`src/hw/rtl/multichannel_watchdog_supervisor_defines.svh`:
```
// ----------------------------------------------------------------------------
// Assertion macros for the watchdog supervisor
// Checks are compiled in simulation and left out when SYNTH is defined.
// ----------------------------------------------------------------------------
`ifndef MULTICHANNEL_WATCHDOG_SUPERVISOR_DEFINES_SVH
`define MULTICHANNEL_WATCHDOG_SUPERVISOR_DEFINES_SVH
`ifndef SYNTH
`define MWS_ASSERT_NOW(lbl, expr, msg) \
    lbl: assert property (@(posedge aclk) disable iff (!aresetn) (expr)) else $error(msg);
`define MWS_ASSERT_NEXT(lbl, ante, cons, msg) \
    lbl: assert property (@(posedge aclk) disable iff (!aresetn) (ante) |=> (cons)) \
        else $error(msg);
`else
`define MWS_ASSERT_NOW(lbl, expr, msg)
`define MWS_ASSERT_NEXT(lbl, ante, cons, msg)
`endif
`endif

```
`src/hw/rtl/mws_pkg.sv`:
```
// ----------------------------------------------------------------------------
// Watchdog supervisor package
// Command codes, result codes and the structs shared by the cells and top.
// ----------------------------------------------------------------------------
package mws_pkg;

    typedef enum logic [2:0] {
        CMD_REGISTER   = 3'd0,
        CMD_UNREGISTER = 3'd1,
        CMD_START      = 3'd2,
        CMD_STOP       = 3'd3,
        CMD_RESTART    = 3'd4,
        CMD_KICK       = 3'd5,
        CMD_TICK       = 3'd6
    } cmd_e;

    localparam logic [1:0] ST_OK       = 2'd0;
    localparam logic [1:0] ST_REJECT   = 2'd1;
    localparam logic [1:0] ST_SPAWN_NG = 2'd2;

    localparam logic [1:0] EV_NONE      = 2'd0;
    localparam logic [1:0] EV_RESTARTED = 2'd1;
    localparam logic [1:0] EV_FAILED    = 2'd2;
    localparam logic [1:0] EV_GAVE_UP   = 2'd3;

    localparam logic [7:0] UNLIMITED_RETRIES = 8'd255;
    localparam int         MAX_RESULTS       = 8;

    typedef struct packed {
        logic        cmd_en;
        logic [2:0]  cmd;
        logic [31:0] now;
        logic [31:0] tmo;
        logic [7:0]  lim;
        logic        wd;
        logic        ok;
    } cell_ctl_t;

    typedef struct packed {
        logic       used;
        logic       run;
        logic [7:0] rc;
    } cell_stat_t;

    typedef struct packed {
        logic       valid;
        logic [2:0] ch;
        logic [1:0] ev;
        logic [7:0] rc;
    } cell_evt_t;

endpackage

```
`src/hw/rtl/mws_cell.sv`:
```
// ----------------------------------------------------------------------------
// Watchdog supervisor channel cell
// Holds one channel's state, applies addressed commands and checks its
// watchdog when the scan token passes through it.
// ----------------------------------------------------------------------------
module mws_cell
    import mws_pkg::*;
#(
    parameter int IDX = 0
) (
    input  logic       aclk,
    input  logic       aresetn,
    input  cell_ctl_t  ctl,
    input  logic       hit,
    input  logic       adv,
    input  logic       tok_in,
    output logic       tok_out,
    output cell_stat_t stat,
    output cell_evt_t  evt
);

    localparam logic [2:0] CH = 3'(IDX);

    logic        used_reg, run_reg, sup_reg, tok_reg;
    logic [31:0] hb_reg, tmo_reg;
    logic [7:0]  rc_reg, lim_reg;
    logic [31:0] elapsed;
    logic        expire, retry_ok, proc, respawn;
    logic [7:0]  rc_inc;
    logic [1:0]  ev;
    logic        cmd_hit;

    assign elapsed  = ctl.now - hb_reg;
    assign expire   = used_reg && run_reg && sup_reg && (elapsed > tmo_reg);
    assign retry_ok = (rc_reg < lim_reg) || (lim_reg == UNLIMITED_RETRIES);
    assign proc     = adv && tok_reg && expire;
    assign respawn  = retry_ok && ctl.ok;
    assign rc_inc   = rc_reg + {7'd0, (rc_reg != 8'd255)};
    assign cmd_hit  = ctl.cmd_en && hit;

    always_comb begin
        if (!retry_ok) begin
            ev = EV_GAVE_UP;
        end else if (ctl.ok) begin
            ev = EV_RESTARTED;
        end else begin
            ev = EV_FAILED;
        end
    end

    assign tok_out   = tok_reg;
    assign stat.used = used_reg;
    assign stat.run  = run_reg;
    assign stat.rc   = rc_reg;
    assign evt.valid = tok_reg && expire;
    assign evt.ch    = (tok_reg && expire) ? CH : 3'd0;
    assign evt.ev    = (tok_reg && expire) ? ev : EV_NONE;
    assign evt.rc    = (tok_reg && expire) ? (respawn ? rc_inc : rc_reg) : 8'd0;

    always_ff @(posedge aclk) begin
        if (!aresetn) begin
            used_reg <= 1'b0;
            run_reg  <= 1'b0;
            sup_reg  <= 1'b0;
            tok_reg  <= 1'b0;
        end else begin
            if (adv) begin
                tok_reg <= tok_in;
            end
            if (proc) begin
                run_reg <= respawn;
            end else if (cmd_hit) begin
                unique case (ctl.cmd)
                    CMD_REGISTER: begin
                        if (!used_reg) begin
                            used_reg <= 1'b1;
                            run_reg  <= 1'b0;
                            sup_reg  <= ctl.wd;
                        end
                    end
                    CMD_UNREGISTER: begin
                        used_reg <= 1'b0;
                        run_reg  <= 1'b0;
                    end
                    CMD_START: begin
                        if (used_reg && ctl.ok) begin
                            run_reg <= 1'b1;
                        end
                    end
                    CMD_STOP: begin
                        run_reg <= 1'b0;
                    end
                    CMD_RESTART: begin
                        if (used_reg) begin
                            run_reg <= ctl.ok;
                        end
                    end
                    default: begin
                    end
                endcase
            end
        end
    end

    always_ff @(posedge aclk) begin
        if (proc) begin
            if (respawn) begin
                hb_reg <= ctl.now;
                rc_reg <= rc_inc;
            end
        end else if (cmd_hit) begin
            unique case (ctl.cmd)
                CMD_REGISTER: begin
                    if (!used_reg) begin
                        hb_reg  <= 32'd0;
                        rc_reg  <= 8'd0;
                        tmo_reg <= ctl.tmo;
                        lim_reg <= ctl.lim;
                    end
                end
                CMD_START: begin
                    if (used_reg && !run_reg && ctl.ok) begin
                        hb_reg <= ctl.now;
                        rc_reg <= 8'd0;
                    end
                end
                CMD_RESTART: begin
                    if (used_reg && ctl.ok) begin
                        hb_reg <= ctl.now;
                        rc_reg <= 8'd0;
                    end
                end
                CMD_KICK: begin
                    if (used_reg && run_reg) begin
                        hb_reg <= ctl.now;
                    end
                end
                default: begin
                end
            endcase
        end
    end

endmodule

```
`src/hw/rtl/multichannel_watchdog_supervisor.sv`:
```
// ----------------------------------------------------------------------------
// Multichannel watchdog supervisor
// A row of channel cells with a scan token and a one-word result register.
// ----------------------------------------------------------------------------
// Input words carry a command for one channel slot or a tick. A channel
// command gives one result word with tlast set, registered in the cycle
// after acceptance. A tick sends a token down the row of cells, one cell
// per cycle while the output register is free; each cell checks its
// watchdog as the token passes. One timed-out channel result is held
// back so that the final one can carry tlast, and the next input word is
// taken only after the final result word has been loaded.
// At most eight event words are sent per tick; a tick without events gives
// one empty word with tlast set.
// When the receiver stalls, the token halts in place and no further word
// is accepted until the results are delivered.
// Reset clears every slot to unused and stopped; no clearing pass is needed.
// ----------------------------------------------------------------------------
`include "multichannel_watchdog_supervisor_defines.svh"

module multichannel_watchdog_supervisor
    import mws_pkg::*;
#(
    parameter int CHANNELS = 8
) (
    input  logic        aclk,
    input  logic        aresetn,
    input  logic        s_axis_tvalid,
    output logic        s_axis_tready,
    // cmd, channel, now, timeout, retry limit, watchdog enable, spawn ok
    input  logic [79:0] s_axis_tdata,
    output logic        m_axis_tvalid,
    input  logic        m_axis_tready,
    // status, event_channel, event_res, retries_done, zero pad
    output logic [15:0] m_axis_tdata,
    output logic        m_axis_tlast
);

    typedef enum logic [1:0] {S_IDLE, S_SCAN, S_FINISH} state_t;

    localparam int NW = $clog2(MAX_RESULTS + 1);

    state_t      state_reg;
    logic        m_valid_reg, m_last_reg;
    logic [1:0]  m_st_reg, m_ev_reg;
    logic [2:0]  m_ch_reg;
    logic [7:0]  m_rc_reg;
    cell_evt_t   hold_reg;
    logic [NW-1:0] n_reg;
    logic [31:0] now_reg;
    logic        ok_reg;

    logic [2:0]  in_cmd, in_ch;
    logic [31:0] in_now, in_tmo;
    logic [7:0]  in_lim;
    logic        in_wd, in_ok;
    logic        out_free, accept, start, adv, in_range;
    cell_ctl_t   ctl;
    logic [CHANNELS-1:0] hit, tok;
    cell_stat_t  stat [CHANNELS];
    cell_evt_t   evt  [CHANNELS];
    cell_evt_t   evt_any;
    cell_stat_t  sel;
    logic [1:0]  cmd_st;
    logic [7:0]  cmd_rc;
    logic        report;
    logic        m_load;

    assign in_cmd = s_axis_tdata[2:0];
    assign in_ch  = s_axis_tdata[5:3];
    assign in_now = s_axis_tdata[37:6];
    assign in_tmo = s_axis_tdata[69:38];
    assign in_lim = s_axis_tdata[77:70];
    assign in_wd  = s_axis_tdata[78];
    assign in_ok  = s_axis_tdata[79];

    assign out_free      = !m_valid_reg || m_axis_tready;
    assign s_axis_tready = (state_reg == S_IDLE) && out_free;
    assign accept        = s_axis_tvalid && s_axis_tready;
    assign start         = accept && (in_cmd == CMD_TICK);
    assign adv           = start || ((state_reg == S_SCAN) && out_free);
    assign in_range      = int'(in_ch) < CHANNELS;

    assign ctl.cmd_en = accept && (in_cmd != CMD_TICK) && in_range;
    assign ctl.cmd    = in_cmd;
    assign ctl.now    = (state_reg == S_IDLE) ? in_now : now_reg;
    assign ctl.tmo    = in_tmo;
    assign ctl.lim    = in_lim;
    assign ctl.wd     = in_wd;
    assign ctl.ok     = (state_reg == S_IDLE) ? in_ok : ok_reg;

    for (genvar i = 0; i < CHANNELS; i++) begin : g_cell
        assign hit[i] = (int'(in_ch) == i);
        mws_cell #(.IDX(i)) u_cell (
            .aclk    (aclk),
            .aresetn (aresetn),
            .ctl     (ctl),
            .hit     (hit[i]),
            .adv     (adv),
            .tok_in  ((i == 0) ? start : tok[(i == 0) ? 0 : i-1]),
            .tok_out (tok[i]),
            .stat    (stat[i]),
            .evt     (evt[i])
        );
    end

    always_comb begin
        evt_any = '0;
        sel     = '0;
        for (int i = 0; i < CHANNELS; i++) begin
            evt_any = evt_any | evt[i];
            if (hit[i]) begin
                sel = stat[i];
            end
        end
        if (!in_range) begin
            sel = '0;
        end
    end

    // Status and retry count of a channel command, as seen after the step.
    always_comb begin
        cmd_st = ST_REJECT;
        cmd_rc = sel.used ? sel.rc : 8'd0;
        if (in_range) begin
            unique case (in_cmd)
                CMD_REGISTER: begin
                    if (!sel.used) begin
                        cmd_st = ST_OK;
                        cmd_rc = 8'd0;
                    end
                end
                CMD_UNREGISTER: begin
                    if (sel.used) begin
                        cmd_st = ST_OK;
                    end
                    cmd_rc = 8'd0;
                end
                CMD_START: begin
                    if (sel.used && !sel.run) begin
                        cmd_st = in_ok ? ST_OK : ST_SPAWN_NG;
                        if (in_ok) begin
                            cmd_rc = 8'd0;
                        end
                    end
                end
                CMD_STOP: begin
                    if (sel.used && sel.run) begin
                        cmd_st = ST_OK;
                    end
                end
                CMD_RESTART: begin
                    if (sel.used) begin
                        cmd_st = in_ok ? ST_OK : ST_SPAWN_NG;
                        if (in_ok) begin
                            cmd_rc = 8'd0;
                        end
                    end
                end
                CMD_KICK: begin
                    if (sel.used && sel.run) begin
                        cmd_st = ST_OK;
                    end
                end
                default: begin
                end
            endcase
        end
    end

    assign report = evt_any.valid && (int'(n_reg) < MAX_RESULTS);

    // A new result word enters the output register in this cycle.
    assign m_load = (accept && !start)
                 || ((state_reg == S_SCAN) && out_free && report && hold_reg.valid)
                 || ((state_reg == S_FINISH) && out_free);

    always_ff @(posedge aclk) begin
        if (!aresetn) begin
            state_reg   <= S_IDLE;
            m_valid_reg <= 1'b0;
            n_reg       <= '0;
            hold_reg    <= '0;
        end else begin
            if (m_load) begin
                m_valid_reg <= 1'b1;
            end else if (m_axis_tready) begin
                m_valid_reg <= 1'b0;
            end
            unique case (state_reg)
                S_IDLE: begin
                    if (start) begin
                        state_reg      <= S_SCAN;
                        n_reg          <= '0;
                        hold_reg.valid <= 1'b0;
                    end
                end
                S_SCAN: begin
                    if (out_free) begin
                        if (report) begin
                            hold_reg <= evt_any;
                            n_reg    <= n_reg + NW'(1);
                        end
                        if (tok[CHANNELS-1]) begin
                            state_reg <= S_FINISH;
                        end
                    end
                end
                S_FINISH: begin
                    if (out_free) begin
                        state_reg <= S_IDLE;
                    end
                end
                default: begin
                    state_reg <= S_IDLE;
                end
            endcase
        end
    end

    always_ff @(posedge aclk) begin
        if (start) begin
            now_reg <= in_now;
            ok_reg  <= in_ok;
        end
        if (accept && !start) begin
            m_st_reg   <= cmd_st;
            m_ch_reg   <= in_ch;
            m_ev_reg   <= EV_NONE;
            m_rc_reg   <= cmd_rc;
            m_last_reg <= 1'b1;
        end else if ((state_reg == S_SCAN) && out_free && report && hold_reg.valid) begin
            m_st_reg   <= ST_OK;
            m_ch_reg   <= hold_reg.ch;
            m_ev_reg   <= hold_reg.ev;
            m_rc_reg   <= hold_reg.rc;
            m_last_reg <= 1'b0;
        end else if ((state_reg == S_FINISH) && out_free) begin
            m_st_reg   <= ST_OK;
            m_ch_reg   <= hold_reg.valid ? hold_reg.ch : 3'd0;
            m_ev_reg   <= hold_reg.valid ? hold_reg.ev : EV_NONE;
            m_rc_reg   <= hold_reg.valid ? hold_reg.rc : 8'd0;
            m_last_reg <= 1'b1;
        end
    end

    assign m_axis_tvalid = m_valid_reg;
    assign m_axis_tdata  = {1'b0, m_rc_reg, m_ev_reg, m_ch_reg, m_st_reg};
    assign m_axis_tlast  = m_last_reg;

    `MWS_ASSERT_NOW(a_tok_onehot, $onehot0(tok), "more than one scan token in the row")
    `MWS_ASSERT_NOW(a_idle_no_tok, (state_reg != S_IDLE) || (tok == '0),
        "scan token present while idle")
    `MWS_ASSERT_NEXT(a_cmd_result, accept && (in_cmd != CMD_TICK),
        m_axis_tvalid && m_axis_tlast, "channel command gave no result word")
    `MWS_ASSERT_NOW(a_count_cap, int'(n_reg) <= MAX_RESULTS, "event count overran")

endmodule

```
`config.mk`:
```
export PLATFORM = sky130hd
export DESIGN_NAME = multichannel_watchdog_supervisor
export DESIGN_NICKNAME = d
export VERILOG_FILES = /design/src/hw/rtl/mws_pkg.sv /design/src/hw/rtl/mws_cell.sv /design/src/hw/rtl/multichannel_watchdog_supervisor.sv
export VERILOG_INCLUDE_DIRS = /design/src /design/src/hw/rtl
export SDC_FILE = /design/constraint.sdc
export NUM_CORES = 2
export LEC_CHECK = 0
export BUFFER_PORTS_ARGS = -buffer_cell sky130_fd_sc_hd__clkbuf_2
export CORE_MARGIN = 2
export CORE_UTILIZATION = 30
export DETAILED_ROUTE_END_ITERATION = 12
export SYNTH_ARGS = -nofsm -noshare
export SYNTH_HDL_FRONTEND = slang
export SYNTH_HIERARCHICAL = 1
export SYNTH_SLANG_ARGS = --single-unit
```
`constraint.sdc`:
```
create_clock -name aclk -period 7.6 [get_ports aclk]
set_input_delay 1.14 -clock aclk [delete_from_list [all_inputs] [get_ports aclk]]
set_output_delay 1.14 -clock aclk [all_outputs]
set_load 0.1 [all_outputs]
```
==> run summary <==
final hold vios -> 0
post-route antenna net violation count -> 0
Async SR Flop Fraction -> 0%
Pint -> 0.00749 W
Max-Cap Viols -> 0
Root Driver -> clkbuf_16
initial antenna violation count -> 13
most frequent cells in the layout -> edfxtp_1 (686), inv_1 (665), ha_1 (577)
R2R Setup Slk -> 460 ps
Reg2Reg Launch Point -> state_reg[0]
CP Max Fanout -> 23
critical path arrival -> 7590 ps
wl on met1 -> 69900 um
CTS-repair resized insts -> 0
vias per inst -> 5.14
CP required -> 8050 ps
worst clock skew -> 31.1 ps
global-route wire length before repair -> 232000 um
die area -> 177000 um^2
DRT Pass-1 Iters -> 6
Ys Warns -> 6
net load switching power -> 0.00299 W
CTS tree -> built
r2r endpoint -> m_rc_reg[5]
Die Ht -> 421 um
All-Layer GR Usage -> 16.8%
setup violators final -> 0
Slew Limit Fails -> 0
TritonCTS Buffers -> 85
GP Congestion -> 0.905
Startpoint Class -> register
post-placement cell area -> 56100 um^2
Flop pwr share -> 42.9%
worst vdd ir -> 176 uV
Starting Density -> 30.1%
Floorplan Core Area -> 173000 um^2
cell count after synthesis -> 5241
Final TNS setup -> 0 ps
GRT Residual Overflow -> 0
critical path type -> register to register
Slew @ Worst Pin -> 1240 ps
CTS Sinks -> 742
HP Class -> register to register
CTS Buffer Depth -> 3
top-area cell type share of the netlist area -> 39.5%
CTS H-tree lvls -> 3
CP startpoint -> state_reg[0]
status -> finished, final reports clean
routed via count -> 40.2k
Initial DRC Count -> 3724
setup bufs post-CTS -> 0
area grow syn2layout -> 12.7%
register bit total from synthesis -> 742
post-DP HPWL -> 119000 um
Sw Ratio -> 28.5%
unrepaired setup endpoints after global routing -> no
clock slew at reported path FFs -> 60 ps
commonest non-fill, non-tap cell in the layout -> edfxtp_1
I/O Pins -> 103
Post-synth EDFFs -> 686
Synth area leader -> edfxtp_1
Cell variety after synth -> 112
R2R cell count -> 27
DR WL/cell -> 19.8 um
power share of the clock group -> 38.4%
share of cells above drive strength 1 -> 9.71%
number of hold buffers added after CTS -> 0
vias in the first global route -> 37.9k
Peak Freq -> 0.140 GHz
largest net degree at the start of global routing -> 71
Pwr Density -> 178 nW/um^2
Filler Cells Inserted -> 17.5k
period utilisation layout -> 94.0%
top cells by area, synth -> edfxtp_1 (39%), ha_1 (14%), inv_1 (4.8%)
port buffer count -> 101
later-pin clock latency in the skew report -> 700 ps
Gate power share -> 18.7%
DIE WIDTH -> 421 um
met3 wire length -> 9620 um
top routing layer in use -> met5
Post-Syn Area per Cell -> 9.95 um^2
Leak Pwr -> 24.5 nW
WL met2 -> 70600 um
Final #Nets -> 6085
Cell Rows -> 153
Slew HR -> 16.6%
drt drc -> 0
Mapped Area -> 52200 um^2
Top FF cell, synth -> edfxtp_1
Critical Path End Type -> register
Final Instance Area -> 58800 um^2
CP endpoint -> m_rc_reg[5]
Routed WL -> 155000 um
Seq/Total Area, Yosys -> 41.6%
min cycle time layout -> 7140 ps
## power by group through the flow
stage          clock (W)  sequential [W]  combinational (W)
2_1_floorplan          0         0.00462            0.00132
3_3_place_gp           0         0.00458            0.00189
3_5_place_dp           0         0.00458            0.00192
4_1_cts          0.00413         0.00450            0.00194
5_1_grt          0.00425         0.00450            0.00215
6_report         0.00402         0.00450            0.00196
## per-stage QoR
step	util [%]	power, W	hold slack [ps]	setup WS (ps)	instances
detailed placement	32.4	0.00651	479	38.6	7654
CTS	33.9	0.0106	493	555	7812
finish	33.9	0.0105	494	457	7817
global placement	32.4	0.00647	469	119	7654
floorplan	-	0.00594	442	369	5246
global route	33.9	0.0109	513	11.9	7815
## critical path: stages, from the launching register on
cell	delay [ps]
dfxtp_1	370
nor2_4	200
buf_4	230
mux2_2	380
buf_4	260
fa_1	520
a211oi_1	350
o211ai_1	230
a21oi_1	270
o41a_1	360
a31oi_1	260
o21ba_2	260
o31ai_1	200
ha_1	300
nand2_1	70
nor2_1	80
a311oi_1	260
a31oi_1	200
o31ai_2	330
buf_4	290
inv_1	80
nor4_1	320
buf_4	210
a21o_1	180
nor2_2	70
a21oi_1	200
o21ai_1	140
buf_4	210
## cell families after synthesis
| kind of cell | Yosys count | share of synthesized area, % |
|---|---|---|
| simple gates | 1489 | 14.9 |
| flops | 742 | 41.6 |
| xor+xnor | 246 | 4.13 |
| fa+ha+maj | 585 | 14.1 |
| mux | 112 | 2.41 |
| compound gates | 1239 | 16.3 |
| buf+inv | 820 | 6.41 |
| other cells | 8 | 0.0576 |
## cell usage after synthesis (63+ instances only)
cell type and number:
a21o_1 159, a21oi_1 354, and2_1 220, clkbuf_1 63, edfxtp_1 686, ha_1 577, inv_1 666, mux2i_1 68
nand2_1 240, nand3_1 137, nand4_1 80, nor2_1 360, nor2b_1 99, nor3_1 82, o21ai_0 178, xnor2_1 143
xor2_1 103
## final cells by class
type	instances	area [um^2]	area share [%]
diodes	5	12.5	0.0213
clock buffers	106	2260	3.84
well taps	2325	2910	4.95
clock inverters	52	402	0.683
inverters	669	2510	4.27
repair buffers	234	1660	2.82
flip-flops and latches	742	21700	36.9
multi-input cells	3684	27300	46.5
## how the worst min path moves through the flow
stage                                        start  cells past startpoint  slack (ps)                  endpoint
after floorplan                           n_reg[3]                      2         440                  n_reg[3]
after global placement    g_cell[7].u_cell/sup_reg                      2         470  g_cell[7].u_cell/sup_reg
after detailed placement  g_cell[7].u_cell/sup_reg                      2         480  g_cell[7].u_cell/sup_reg
after CTS                 g_cell[7].u_cell/sup_reg                      2         490  g_cell[7].u_cell/sup_reg
after global routing      g_cell[7].u_cell/sup_reg                      2         510  g_cell[7].u_cell/sup_reg
final                     g_cell[7].u_cell/sup_reg                      2         490  g_cell[7].u_cell/sup_reg
## layer usage
metal  GRT usage [%]  up-vias
met5               0        -
met4            5.92       14
met3            2.10      231
met2            27.1     1271
met1            23.1    19400
li1                -    19300
Note: power is estimated with default switching activity, not from simulation.
